### src/sv/cfpr_pkg.sv
`default_nettype none

package cfpr_pkg;

    // APB register map: register i at byte address 4*i
    localparam int ApbAddrW = 4;
    localparam int ApbDataW = 32;

    localparam logic [1:0] RegSourceId   = 2'd0;
    localparam logic [1:0] RegDestId     = 2'd1;
    localparam logic [1:0] RegFrameLimit = 2'd2;

    localparam logic [7:0] SourceIdReset   = 8'h55;
    localparam logic [7:0] DestIdReset     = 8'hAA;
    localparam logic [8:0] FrameLimitReset = 9'd261;

    // Modbus CRC-16, reflected
    localparam logic [15:0] CrcPoly = 16'hA001;
    localparam logic [15:0] CrcInit = 16'hFFFF;

    typedef struct packed {
        logic [7:0] source_id;
        logic [7:0] dest_id;
        logic [8:0] frame_limit;
    } t_cfg;

    typedef struct packed {
        logic [7:0] byte_value;
        logic       frame_byte;
        logic       frame_start;
        logic       frame_abort;
        logic       frame_end;
        logic       crc_ok;
        logic [8:0] frame_bytes;
    } t_result;

    // One byte through the CRC, LSB first
    function automatic logic [15:0] crc_byte(input logic [15:0] crc, input logic [7:0] b);
        logic [15:0] c;
        c = crc ^ {8'h00, b};
        for (int k = 0; k < 8; k++) begin
            c = c[0] ? ((c >> 1) ^ CrcPoly) : (c >> 1);
        end
        return c;
    endfunction

endpackage

`default_nettype wire

### src/sv/crc_framed_packet_receiver_unit.sv
// Serial frame receiver with Modbus CRC-16 check. Each input item is one byte
// from the serial line; each produces exactly one result item that passes the
// byte through and flags whether it belongs to a candidate frame (source id,
// destination id, length 1..frame_limit-6, payload, CRC low then high byte).
// frame_start marks the source id byte, frame_abort a bad destination id or
// length (that byte is not retried as a source id), and frame_end the last CRC
// byte, with crc_ok and frame_bytes (payload length + 5) valid only there.
// Throughput is one item per clock while o_in_stall is low: the byte-wide CRC
// step and the parse state update are combinational. Each result is held in a
// registered output, or in one skid entry while the output is stalled; this
// keeps input accepted while a result is stalled, and o_in_stall rises only when
// both are full. Registers at APB byte addresses 0x0 source_id, 0x4 dest_id,
// 0x8 frame_limit; writes take effect from the next byte.
`default_nettype none

module crc_framed_packet_receiver_unit
    import cfpr_pkg::*;
(
    input  wire logic                i_clk,
    input  wire logic                i_rst_n,
    // byte input
    input  wire logic                i_in_valid,
    output logic                     o_in_stall,
    input  wire logic [7:0]          i_rx_byte,
    // result output
    output logic                     o_out_valid,
    input  wire logic                i_out_stall,
    output logic      [7:0]          o_byte_value,
    output logic                     o_frame_byte,
    output logic                     o_frame_start,
    output logic                     o_frame_abort,
    output logic                     o_frame_end,
    output logic                     o_crc_ok,
    output logic      [8:0]          o_frame_bytes,
    // APB configuration
    input  wire logic                psel,
    input  wire logic                penable,
    input  wire logic                pwrite,
    input  wire logic [ApbAddrW-1:0] paddr,
    input  wire logic [ApbDataW-1:0] pwdata,
    output logic      [ApbDataW-1:0] prdata,
    output logic                     pready
);

    t_cfg    cfg;
    t_result parse_res;
    t_result out_res;
    logic    accept;

    cfpr_regs u_regs (
        .i_clk   (i_clk),
        .i_rst_n (i_rst_n),
        .psel    (psel),
        .penable (penable),
        .pwrite  (pwrite),
        .paddr   (paddr),
        .pwdata  (pwdata),
        .prdata  (prdata),
        .pready  (pready),
        .o_cfg   (cfg)
    );

    cfpr_parser u_parser (
        .i_clk     (i_clk),
        .i_rst_n   (i_rst_n),
        .i_accept  (accept),
        .i_rx_byte (i_rx_byte),
        .i_cfg     (cfg),
        .o_result  (parse_res)
    );

    cfpr_out_buf u_out_buf (
        .i_clk       (i_clk),
        .i_rst_n     (i_rst_n),
        .i_in_valid  (i_in_valid),
        .o_in_stall  (o_in_stall),
        .o_accept    (accept),
        .i_result    (parse_res),
        .o_out_valid (o_out_valid),
        .i_out_stall (i_out_stall),
        .o_result    (out_res)
    );

    assign o_byte_value  = out_res.byte_value;
    assign o_frame_byte  = out_res.frame_byte;
    assign o_frame_start = out_res.frame_start;
    assign o_frame_abort = out_res.frame_abort;
    assign o_frame_end   = out_res.frame_end;
    assign o_crc_ok      = out_res.crc_ok;
    assign o_frame_bytes = out_res.frame_bytes;

endmodule

`default_nettype wire

### src/sv/cfpr_regs.sv
`default_nettype none

module cfpr_regs
    import cfpr_pkg::*;
(
    input  wire logic                i_clk,
    input  wire logic                i_rst_n,
    input  wire logic                psel,
    input  wire logic                penable,
    input  wire logic                pwrite,
    input  wire logic [ApbAddrW-1:0] paddr,
    input  wire logic [ApbDataW-1:0] pwdata,
    output logic      [ApbDataW-1:0] prdata,
    output logic                     pready,
    output t_cfg                     o_cfg
);

    t_cfg       r_cfg;
    logic       wr_en;
    logic [1:0] reg_idx;

    assign pready  = 1'b1;
    assign wr_en   = psel && penable && pwrite;
    assign reg_idx = paddr[3:2];

    // register writes; unmapped addresses are ignored
    always_ff @(posedge i_clk) begin
        if (!i_rst_n) begin
            r_cfg.source_id   <= SourceIdReset;
            r_cfg.dest_id     <= DestIdReset;
            r_cfg.frame_limit <= FrameLimitReset;
        end else if (wr_en) begin
            case (reg_idx)
                RegSourceId:   r_cfg.source_id   <= pwdata[7:0];
                RegDestId:     r_cfg.dest_id     <= pwdata[7:0];
                RegFrameLimit: r_cfg.frame_limit <= pwdata[8:0];
                default: ;
            endcase
        end
    end

    // read mux
    always_comb begin
        case (reg_idx)
            RegSourceId:   prdata = {24'd0, r_cfg.source_id};
            RegDestId:     prdata = {24'd0, r_cfg.dest_id};
            RegFrameLimit: prdata = {23'd0, r_cfg.frame_limit};
            default:       prdata = '0;
        endcase
    end

    assign o_cfg = r_cfg;

endmodule

`default_nettype wire

### src/sv/cfpr_parser.sv
`default_nettype none

module cfpr_parser
    import cfpr_pkg::*;
(
    input  wire logic       i_clk,
    input  wire logic       i_rst_n,
    input  wire logic       i_accept,
    input  wire logic [7:0] i_rx_byte,
    input  wire t_cfg       i_cfg,
    output t_result         o_result
);

    localparam logic [2:0] PhSrc   = 3'd0;
    localparam logic [2:0] PhDst   = 3'd1;
    localparam logic [2:0] PhLen   = 3'd2;
    localparam logic [2:0] PhData  = 3'd3;
    localparam logic [2:0] PhCrcLo = 3'd4;
    localparam logic [2:0] PhCrcHi = 3'd5;

    localparam logic [8:0] HdrBytes = 9'd3;
    localparam logic [8:0] Overhead = 9'd5;

    logic [2:0]  r_phase,  n_phase;
    logic [7:0]  r_len,    n_len;
    logic [8:0]  r_idx,    n_idx;
    logic [15:0] r_crc,    n_crc;
    logic [7:0]  r_crc_lo, n_crc_lo;

    logic [15:0] crc_in;
    logic [15:0] crc_upd;
    logic [8:0]  idx_inc;
    logic [9:0]  len_sum;
    logic        len_ok;
    t_result     res;

    // shared byte-wide CRC step; a new frame restarts from the initial value
    assign crc_in  = (r_phase == PhSrc) ? CrcInit : r_crc;
    assign crc_upd = crc_byte(crc_in, i_rx_byte);
    assign idx_inc = r_idx + 9'd1;
    assign len_sum = {2'b00, i_rx_byte} + {1'b0, Overhead};
    assign len_ok  = (i_rx_byte != 8'd0) && (len_sum < {1'b0, i_cfg.frame_limit});

    // frame hunt and per-byte verdict
    always_comb begin
        n_phase  = r_phase;
        n_len    = r_len;
        n_idx    = r_idx;
        n_crc    = r_crc;
        n_crc_lo = r_crc_lo;
        res      = '0;
        res.byte_value = i_rx_byte;
        case (r_phase)
            PhSrc: begin
                if (i_rx_byte == i_cfg.source_id) begin
                    res.frame_byte  = 1'b1;
                    res.frame_start = 1'b1;
                    n_crc   = crc_upd;
                    n_phase = PhDst;
                end
            end
            PhDst: begin
                if (i_rx_byte == i_cfg.dest_id) begin
                    res.frame_byte = 1'b1;
                    n_crc   = crc_upd;
                    n_phase = PhLen;
                end else begin
                    res.frame_abort = 1'b1;
                    n_phase = PhSrc;
                end
            end
            PhLen: begin
                if (len_ok) begin
                    res.frame_byte = 1'b1;
                    n_crc   = crc_upd;
                    n_len   = i_rx_byte;
                    n_idx   = HdrBytes;
                    n_phase = PhData;
                end else begin
                    res.frame_abort = 1'b1;
                    n_phase = PhSrc;
                end
            end
            PhData: begin
                res.frame_byte = 1'b1;
                n_crc = crc_upd;
                n_idx = idx_inc;
                if (idx_inc >= ({1'b0, r_len} + HdrBytes)) begin
                    n_phase = PhCrcLo;
                end
            end
            PhCrcLo: begin
                res.frame_byte = 1'b1;
                n_crc_lo = i_rx_byte;
                n_phase  = PhCrcHi;
            end
            PhCrcHi: begin
                res.frame_byte  = 1'b1;
                res.frame_end   = 1'b1;
                res.crc_ok      = (r_crc == {i_rx_byte, r_crc_lo});
                res.frame_bytes = {1'b0, r_len} + Overhead;
                n_phase = PhSrc;
            end
            default: begin
                n_phase = PhSrc;
            end
        endcase
    end

    // parse state advances only on an accepted item
    always_ff @(posedge i_clk) begin
        if (!i_rst_n) begin
            r_phase  <= PhSrc;
            r_len    <= '0;
            r_idx    <= '0;
            r_crc    <= CrcInit;
            r_crc_lo <= '0;
        end else if (i_accept) begin
            r_phase  <= n_phase;
            r_len    <= n_len;
            r_idx    <= n_idx;
            r_crc    <= n_crc;
            r_crc_lo <= n_crc_lo;
        end
    end

    assign o_result = res;

    // checks
    a_data_stays_in_frame: assert property (@(posedge i_clk) disable iff (!i_rst_n)
        i_accept && r_phase == PhData |=> r_phase == PhData || r_phase == PhCrcLo)
        else $error("data phase left the frame early");

    a_crc_lo_then_hi: assert property (@(posedge i_clk) disable iff (!i_rst_n)
        i_accept && r_phase == PhCrcLo |=> r_phase == PhCrcHi)
        else $error("CRC low byte not followed by high byte phase");

    a_index_in_payload: assert property (@(posedge i_clk) disable iff (!i_rst_n)
        r_phase == PhData |-> r_idx < ({1'b0, r_len} + HdrBytes))
        else $error("byte index ran past the payload");

endmodule

`default_nettype wire

### src/sv/cfpr_out_buf.sv
`default_nettype none

module cfpr_out_buf
    import cfpr_pkg::*;
(
    input  wire logic    i_clk,
    input  wire logic    i_rst_n,
    input  wire logic    i_in_valid,
    output logic         o_in_stall,
    output logic         o_accept,
    input  wire t_result i_result,
    output logic         o_out_valid,
    input  wire logic    i_out_stall,
    output t_result      o_result
);

    logic    r_out_valid;
    logic    r_skid_valid;
    t_result r_out;
    t_result r_skid;
    logic    accept;
    logic    main_free;

    // input is taken whenever the skid slot is empty
    assign accept     = i_in_valid && !r_skid_valid;
    assign main_free  = !r_out_valid || !i_out_stall;
    assign o_accept   = accept;
    assign o_in_stall = r_skid_valid;

    // control: output register plus one skid entry
    always_ff @(posedge i_clk) begin
        if (!i_rst_n) begin
            r_out_valid  <= 1'b0;
            r_skid_valid <= 1'b0;
        end else begin
            if (main_free) begin
                r_out_valid  <= r_skid_valid || accept;
                r_skid_valid <= 1'b0;
            end else if (accept) begin
                r_skid_valid <= 1'b1;
            end
        end
    end

    // payload
    always_ff @(posedge i_clk) begin
        if (main_free) begin
            if (r_skid_valid) begin
                r_out <= r_skid;
            end else if (accept) begin
                r_out <= i_result;
            end
        end else if (accept) begin
            r_skid <= i_result;
        end
    end

    assign o_out_valid = r_out_valid;
    assign o_result    = r_out;

    // checks
    a_skid_implies_out: assert property (@(posedge i_clk) disable iff (!i_rst_n)
        r_skid_valid |-> r_out_valid)
        else $error("skid entry held while output register empty");

    a_skid_drains_first: assert property (@(posedge i_clk) disable iff (!i_rst_n)
        r_skid_valid && !i_out_stall |=> !r_skid_valid && r_out_valid)
        else $error("skid entry not moved to output register");

    a_no_loss_on_stall: assert property (@(posedge i_clk) disable iff (!i_rst_n)
        r_out_valid && i_out_stall && accept |=> r_skid_valid && r_out_valid)
        else $error("item accepted under stall was not kept");

endmodule

`default_nettype wire
### config.mk
export PLATFORM = sky130hd
export DESIGN_NAME = crc_framed_packet_receiver_unit
export DESIGN_NICKNAME = d
export VERILOG_FILES = /design/src/sv/cfpr_pkg.sv /design/src/sv/crc_framed_packet_receiver_unit.sv /design/src/sv/cfpr_regs.sv /design/src/sv/cfpr_parser.sv /design/src/sv/cfpr_out_buf.sv
export SDC_FILE = /design/constraint.sdc
export NUM_CORES = 1
export LEC_CHECK = 0
export ABC_AREA = 0
export BUFFER_PORTS_ARGS = -buffer_cell sky130_fd_sc_hd__buf_2
export CORE_MARGIN = 5
export CORE_UTILIZATION = 32
export DETAILED_ROUTE_END_ITERATION = 6
export MAX_ROUTING_LAYER = met4
export PLACE_DENSITY = 0.48
export SLEW_MARGIN = 20
export SYNTH_ARGS = -nofsm -noshare
export SYNTH_HDL_FRONTEND = slang
export SYNTH_SLANG_ARGS = --single-unit
export TNS_END_PERCENT = 30
### constraint.sdc
create_clock -name i_clk -period 3.7 [get_ports i_clk]
set_input_delay 0.37 -clock i_clk [delete_from_list [all_inputs] [get_ports i_clk]]
set_output_delay 0.37 -clock i_clk [all_outputs]
set_load 0.005 [all_outputs]
==> summary.md, run 1 <==
| Metric | Value |
|---|---|
| Status | `finished, final reports clean` |
| WP depth | `13` |
| Routed wire length per instance | `15.0 um` |
| RR Startpoint | `u_parser.r_len[0]` |
| Ys Warns | `0` |
| Most common cell after layout, fill and taps aside | `nand2_1` |
| Buf+Inv Stages, Crit Path | `1` |
| Number of port buffers | `58` |
| Core Region | `20200 um^2` |
| Top delay family on crit path | `compound AO/OA/AOI/OAI gates` |
| I/O pin count | `108` |
| Period utilization | `0.825` |
| Max-Cap Viols | `0` |
| Post-DP Area | `6980 um^2` |
| Count of cell types in the netlist | `54` |
| Setup TNS | `0 ps` |
| Critical path's slowest cell | `o311ai_1` |
| Crit-path max FO | `30` |
| Placer Congestion | `0.782` |
| Worst r2r dst | `u_parser.r_phase[1]` |
| Clock Latency Late Sink | `410 ps` |
| PostCTS Resize Cnt | `0` |
| Fraction of layout cells with a size suffix above 1 | `0.175` |
| Cell chain of the critical path | `buf_2 > ha_1 > o21a_1 > nand3_1 > xnor2_1 > ha_1 > nand3_1 > a21oi_1 > o41ai_2 > o311ai_1 > or3b_4 > mux2i_1 > nand2_1` |
| Critical Path Start Type | `primary input` |
| CTS buffer count | `17` |
| Hold path depth | `3` |
| Pin count of the biggest net entering global routing | `39` |
| M1 GR Usage | `0.174` |
| R2R Setup Slk | `920 ps` |
| Register Area | `2740 um^2` |
| Busiest grt layer | `met2` |
| Seq cells post-synth | `115` |
| Grt ovf | `0` |
| Sequential area share after synthesis | `0.418` |
| Syn avg cell area | `9.70 um^2` |
| Drc violations | `0` |
| Vias in the first global route | `4727` |
| Max Freq | `328 MHz` |
| Met3 Resource Use GR | `0.0328` |
| Leakage | `3.07 nW` |
| Num Clock Sinks | `115` |
| CP required | `3970 ps` |
| Clk pin slew, worst setup/hold paths | `50 ps` |
| Gr usage total | `0.134` |
| Dpl ws | `228 ps` |
| RSZ-0062 raised after global routing | `no` |
| Die outline height | `153 um` |
| CP arrival | `3320 ps` |
| Clock buffer depth | `2` |
| Max stage delay on crit path | `520 ps` |
| VDD IR max | `0.230 mV` |
| First-pass GRT wire length | `24900 um` |
| Worst clock skew | `8.20 ps` |
| Power density over cell area | `447 nW/um^2` |
| Starting density of the core | `0.324` |
| Async SR Flop Fraction | `0` |
| Fin area | `7570 um^2` |
| Mapped Area | `6560 um^2` |
| Slew @ Worst Pin | `977 ps` |
| WL final | `15000 um` |
| Post-CTS Setup Bufs | `0` |
| Final nets | `792` |
| 1st-iter DRT viols | `213` |
| Antenna-violating nets left | `0` |
| Clock Root Buffer | `clkbuf_16` |
| Synth Instances | `676` |
| Detailed-route vias per instance | `4.71` |
| R2R cell count | `12` |
| Die ar. | `23500 um^2` |
| Die width | `153 um` |
| Cts hold-fix bufs | `0` |
| Total number of H-tree levels | `4` |
| GR Layer Usage met2 | `0.206` |
| Setup Viol. Count Final | `0` |
| Worst hold endpoint | `u_regs.o_cfg[8]` |
| HPWL Detailed | `10800 um` |
| Min Tclk post-route | `3050 ps` |
| Beginning of the worst hold path | `pwdata[8]` |
| WS Path Type | `in2reg` |
| Initial antenna violation count | `0` |
| Fin. max-slew vios | `0` |
| DR vias | `4717` |
| Ant. Diodes | `0` |
| Layout area overhead | `15.4%` |
| # fillers | `2032` |
| Area of the multi-input gates | `3450 um^2` |
| Final Hold Fails | `0` |
| Origin of the worst setup path | `i_rx_byte[1]` |
| CP Capture Type | `flip-flop` |
| Hold/Removal Path Class | `in2reg` |
| TritonCTS clock tree | `done` |
| Worst Slack Setup Final | `649 ps` |
| Slew HR | `0.345` |
| DRT Pass-1 Iters | `4` |
| Most frequent cells in the layout | `nand2_1, dfxtp_1, buf_2` |
| Number of synthesized flops with an enable pin | `44` |
| Ys flop type | `dfxtp_1` |
| Cell Rows | `52` |
## cells in the mapped netlist, drive strengths merged, types with 6 or more instances
cell type | instances | area share
nor2 | 33 | 0.019
and3 | 9 | 0.0086
o31ai | 10 | 0.011
buf | 38 | 0.043
nor4 | 6 | 0.010
a21oi | 13 | 0.0099
clkbuf | 31 | 0.018
nand2 | 79 | 0.046
xnor2 | 40 | 0.053
and2 | 6 | 0.0057
nand4 | 6 | 0.0057
nor3 | 12 | 0.0099
dfxtp | 71 | 0.22
o21ai | 33 | 0.025
mux2 | 9 | 0.015
xor2 | 48 | 0.064
ha | 22 | 0.042
o211ai | 11 | 0.019
a21boi | 19 | 0.022
inv | 17 | 0.0097
edfxtp | 44 | 0.20
mux2i | 31 | 0.047
nand3b | 6 | 0.0069
nor2b | 29 | 0.028
nand3 | 24 | 0.018
## worst min-delay path, cell delays in order
cell and delay, ps:
buf_2 80, nand2_1 40, o211ai_1 80
## flip-flops by register name, indices dropped and copies added, names as in the netlist, 3 cells and up
signal and flops:
u_parser.r_crc_lo 8, u_regs.o_cfg 25, u_parser.r_phase 3, u_parser.r_idx 9, u_parser.r_len 8, u_out_buf.r_skid 22
u_parser.r_crc 16, u_out_buf.o_result 22
## cells by family after synthesis
| logic type | after synthesis | synth area share |
|---|---|---|
| flip-flops | 115 | 0.418 |
| buffers and inverters | 86 | 0.0706 |
| multiplexers | 40 | 0.0628 |
| other | 2 | 0.00115 |
| AND/OR/NAND/NOR | 218 | 0.167 |
| adder cells (fa/ha/maj) | 22 | 0.0420 |
| AO/OA/AOI/OAI | 102 | 0.110 |
| XOR/XNOR | 91 | 0.128 |
## report_power, final
part           switching, mW  internal [mW]
registers             0.0337           1.36
clock network          0.564           1.05
logic                  0.217          0.159
## how the worst max path moves through the flow
| stage | to | slack (ps) |
|---|---|---|
| final | u_parser.r_crc[7] | 650 |
| after global routing | u_parser.r_crc[7] | 480 |
| after CTS | u_parser.r_crc[7] | 660 |
| after detailed placement | u_parser.r_crc[7] | 230 |
| after global placement | u_parser.r_crc[7] | 360 |
| after floorplan | u_parser.r_crc[6] | 800 |
## through the flow
stage	total power, mW	hold WS, ps	instances	util
3_5_place_dp	1.80	477	969	0.345
3_3_place_gp	1.79	467	969	0.344
4_1_cts	3.42	183	1001	0.373
6_report	3.38	203	1002	0.374
2_1_floorplan	1.70	457	698	-
5_1_grt	3.53	201	1002	0.374
## final cells by class
| class | count | share of cell area |
|---|---|---|
| multi-input combinational | 497 | 0.456 |
| sequential | 115 | 0.362 |
| clock buffer | 21 | 0.0582 |
| timing repair buffer | 71 | 0.0522 |
| tap | 270 | 0.0446 |
| clock inverter | 11 | 0.0183 |
| inverter | 17 | 0.00843 |
## per-layer routing
layer	vias to the layer above	part of all wire
met5	-	0
met4	0	0.017
met3	20	0.052
met2	113	0.45
met1	2218	0.48
li1	2366	-
Note: power is estimated with default switching activity, not from simulation.
==> run 2: changes to the inputs <==
Settings changed: PLACE_DENSITY 0.48 to 0.5.
Clock period 3.7 ns to 2.8 ns, I/O delays scaled along.
==> summary.md, run 2 (synthesis results as in run 1) <==
| Metric | Value |
|---|---|
| Initial antenna violation count | `0` |
| Die outline height | `153 um` |
| Status | `finished, final reports clean` |
| Crit-path max FO | `4` |
| Area of the multi-input gates | `3440 um^2` |
| First-pass GRT wire length | `25300 um` |
| Clock buffer depth | `2` |
| Cells after DPL | `997` |
| Max Freq | `385 MHz` |
| Ant. Diodes | `0` |
| Drc violations | `0` |
| Clk pin slew, worst setup/hold paths | `60 ps` |
| R2R Setup Slk | `200 ps` |
| CP required | `3150 ps` |
| WS Path Type | `reg2reg` |
| # fillers | `2025` |
| Slew @ Worst Pin | `684 ps` |
| Total power | `4.62 mW` |
| Cts hold-fix bufs | `0` |
| Post-CTS Setup Bufs | `0` |
| Cell Rows | `52` |
| R2R cell count | `11` |
| Starting density of the core | `0.324` |
| Max FFs per register | `25` |
| Worst r2r dst | `u_parser.r_phase[1]` |
| Die ar. | `23500 um^2` |
| Fin. max-slew vios | `0` |
| Period utilization | `0.928` |
| CP arrival | `2940 ps` |
| Hold path depth | `3` |
| Final nets | `819` |
| Leakage | `3.22 nW` |
| Most common cell after layout, fill and taps aside | `nand2_1` |
| HPWL Detailed | `11200 um` |
| Antenna-violating nets left | `0` |
| Setup Viol. Count Final | `0` |
| Gr usage total | `0.136` |
| Placer Congestion | `0.811` |
| Worst hold endpoint | `u_regs.o_cfg[8]` |
| CTS buffer count | `17` |
| Total number of H-tree levels | `4` |
| Vias in the first global route | `4946` |
| Detailed-route vias per instance | `4.65` |
| Layout Utilization | `0.385` |
| Number of port buffers | `58` |
| 1st-iter DRT viols | `258` |
| I/O pin count | `108` |
| Register Area | `2740 um^2` |
| RR Startpoint | `u_parser.r_idx[0]` |
| Fraction of layout cells with a size suffix above 1 | `0.203` |
| RSZ-0062 raised after global routing | `no` |
| Slew HR | `0.543` |
| Pin count of the biggest net entering global routing | `42` |
| Power density over cell area | `592 nW/um^2` |
| Die width | `153 um` |
| PostCTS Resize Cnt | `0` |
| VDD IR max | `0.340 mV` |
| Final Hold Fails | `0` |
| DRT Pass-1 Iters | `4` |
| Critical Path Start Type | `flip-flop` |
| Num Clock Sinks | `115` |
| Hold/Removal Path Class | `in2reg` |
| Clock Root Buffer | `clkbuf_16` |
| Routed wire length per instance | `14.8 um` |
| Grt ovf | `0` |
| Beginning of the worst hold path | `pwdata[8]` |
| Clock Latency Late Sink | `400 ps` |
| Max-Cap Viols | `0` |
| DR vias | `4783` |
| TritonCTS clock tree | `done` |
| Final Instance Count excl. Fillers | `1029` |
| Most frequent cells in the layout | `nand2_1, dfxtp_1, buf_2` |
| Core Region | `20200 um^2` |
| Min Tclk post-route | `2600 ps` |
| CP Capture Type | `flip-flop` |
| WL final | `15300 um` |
| Layout area overhead | `18.9%` |
| Worst clock skew | `8.20 ps` |
[run 2: changes by cell type in the layout (fill, tap and decap cells not counted)]
cell        previous run  this run
a21oi_2                0         1
a21oi_4                1         0
buf_12                 0         1
buf_4                 12        39
buf_8                  1         0
bufinv_16              3         4
clkbuf_8               0         1
clkinv_2               5         4
clkinv_4               1         0
clkinvlp_4             2         1
inv_6                  0         1
nor3b_1                1         2
nor3b_2                1         0
[run 2: layout make-up]
class | instances | share of cell area
Multi-Input combinational cell | 497 | 0.441
Timing Repair Buffer | 98 | 0.0774
Clock buffer | 22 | 0.0583
Clock inverter | 10 | 0.0201
Inverter | 17 | 0.00818
Sequential cell | 115 | 0.352
Tap cell | 270 | 0.0433
[run 2: report_power, final]
part / switching [mW] / total [mW] / internal [mW]
registers: 0.0427 / 1.84 / 1.80
clock network: 0.745 / 2.25 / 1.51
logic: 0.293 / 0.526 / 0.233
[run 2: worst max path at each step]
| stage | cells past startpoint | to | startpoint |
|---|---|---|---|
| final | 11 | u_parser.r_phase[1] | u_parser.r_idx[0] |
| after global routing | 10 | u_parser.r_phase[1] | u_parser.r_idx[0] |
| after CTS | 11 | u_parser.r_phase[1] | u_parser.r_idx[0] |
| after detailed placement | 12 | u_parser.r_crc[15] | i_rx_byte[0] |
| after global placement | 12 | u_parser.r_crc[10] | i_rx_byte[0] |
| after floorplan | 13 | u_parser.r_crc[6] | i_rx_byte[0] |
[run 2: critical path: stages, from the launching register on]
cell and delay, ps:
dfxtp_1 400, ha_1 210, and3_1 240, xor2_1 190, ha_1 260, a21o_1 160
a21o_1 160, a21oi_1 120, o21ai_0 100, a31oi_1 300, a31o_1 220, o221a_2 180
[run 2: per-stage QoR]
step	setup slack (ps)	setup TNS [ps]	hold WS, ps	area, um^2
2_1_floorplan	144	0	379	6640
3_3_place_gp	-22.2	-154	467	7190
3_5_place_dp	-116	-1110	472	7190
4_1_cts	162	0	85.9	7800
5_1_grt	4.08	0	114	7800
6_report	202	0	109	7800
[run 2: routing by layer]
layer,vias up,GRT usage,share of wire
li1,2419,-,-
met1,2279,0.178,0.49
met2,81,0.213,0.47
met3,4,0.0283,0.035
met4,0,0.0399,0.0054
met5,-,-,0
==> run 3: changes to the inputs <==
Settings changed: CORE_MARGIN 5 to 2, SKIP_LAST_GASP from default to 1.
==> summary.md, run 3 (synthesis results as in run 1) <==
| Metric | Value |
|---|---|
| Crit-path max FO | `4` |
| Total power | `4.67 mW` |
| Fin area | `7820 um^2` |
| Setup TNS | `0 ps` |
| DR vias | `4780` |
| CP arrival | `2970 ps` |
| Clock Root Buffer | `clkbuf_16` |
| Post-DP Area | `7190 um^2` |
| Vias in the first global route | `4795` |
| WS Path Type | `reg2reg` |
| Core Region | `20200 um^2` |
| Power density over cell area | `598 nW/um^2` |
| Pin count of the biggest net entering global routing | `38` |
| Layout area overhead | `19.2%` |
| Most frequent cells in the layout | `nand2_1, dfxtp_1, buf_2` |
| Cts hold-fix bufs | `0` |
| Clock buffer depth | `2` |
| Worst clock skew | `7.96 ps` |
| Die outline height | `147 um` |
| VDD IR max | `0.296 mV` |
| CP Capture Type | `flip-flop` |
| DRT Pass-1 Iters | `5` |
| Max Freq | `383 MHz` |
| Final Hold Fails | `0` |
| Placer Congestion | `0.861` |
| Critical Path Start Type | `flip-flop` |
| 1st-iter DRT viols | `276` |
| Post-CTS Setup Bufs | `0` |
| Die width | `147 um` |
| HPWL Detailed | `11100 um` |
| Slew HR | `0.538` |
| Routed wire length per instance | `14.6 um` |
| Fraction of layout cells with a size suffix above 1 | `0.201` |
| Period utilization | `0.933` |
| Slew @ Worst Pin | `692 ps` |
| Clk pin slew, worst setup/hold paths | `50 ps` |
| Num Clock Sinks | `115` |
| CTS buffer count | `17` |
| Antenna-violating nets left | `0` |
| Cell Rows | `52` |
| Status | `finished, final reports clean` |
| Grt ovf | `0` |
| Hold/Removal Path Class | `in2reg` |
| Ant. Diodes | `0` |
| Leakage | `3.23 nW` |
| WL final | `15000 um` |
| TritonCTS clock tree | `done` |
| CP required | `3160 ps` |
| Clock Latency Late Sink | `410 ps` |
| Most common cell after layout, fill and taps aside | `nand2_1` |
| Fin. max-slew vios | `0` |
| Starting density of the core | `0.325` |
| Min Tclk post-route | `2610 ps` |
| Drc violations | `0` |
| Max-Cap Viols | `0` |
| Detailed-route vias per instance | `4.64` |
| First-pass GRT wire length | `24900 um` |
| # fillers | `2042` |
| RSZ-0062 raised after global routing | `no` |
| Total number of H-tree levels | `4` |
| Max FFs per register | `25` |
| Final nets | `820` |
| PostCTS Resize Cnt | `0` |
| Initial antenna violation count | `0` |
| Gr usage total | `0.150` |
| I/O pin count | `108` |
| Die ar. | `21700 um^2` |
| Number of port buffers | `58` |
| Setup Viol. Count Final | `0` |
## run 3: where the power goes
part / internal, mW / total (mW) / switching [mW] / leakage (nW)
Clock: 1.56 / 2.31 / 0.743 / 0.300
Combinational: 0.232 / 0.525 / 0.293 / 1.93
Sequential: 1.80 / 1.84 / 0.0432 / 1.00
## run 3: through the flow
step	hold WS, ps	cells	util	worst slack (ps)
after floorplan	379	698	-	144
after global placement	467	998	0.357	-29.5
after detailed placement	479	998	0.357	-82.2
after CTS	85.3	1030	0.388	194
after global routing	99.5	1030	0.388	6.19
final	97.9	1030	0.388	187
## run 3: routing by layer
layer | routed length [um] | global-route usage | part of all wire
met1 | 7340 | 0.196 | 0.49
met4 | 174 | 0.0447 | 0.012
met3 | 656 | 0.0379 | 0.044
met5 | 0 | - | 0
met2 | 6820 | 0.229 | 0.45
## run 3: layout make-up
class | count | area (um^2) | share of cell area
inverters | 17 | 63.8 | 0.00816
well taps | 270 | 338 | 0.0432
flip-flops and latches | 115 | 2740 | 0.351
clock inverters | 12 | 188 | 0.0240
repair buffers | 99 | 611 | 0.0781
multi-input cells | 497 | 3440 | 0.440
clock buffers | 20 | 437 | 0.0559
## run 3: worst max-delay path, cell delays in order, from the launching register on
cell and delay, ps:
dfxtp_1 410, ha_1 200, and3_1 250, and3_1 260
nand3_1 120, xnor2_1 220, ha_1 280, a21o_1 180
a31oi_1 240, a31o_1 210, o221a_2 180
## run 3: path summary, 6_finish.rpt
kind | startpoint | endpoint | slack [ps] | depth (start not counted)
setup / recovery | u_parser.r_idx[0] | u_parser.r_phase[1] | 190 | 10
hold / removal | pwdata[8] | u_regs.o_cfg[8] | 100 | 3
setup reg to reg | u_parser.r_idx[0] | u_parser.r_phase[1] | 190 | 10
hold reg to reg | u_regs.o_cfg[7] | u_regs.o_cfg[7] | 490 | 2
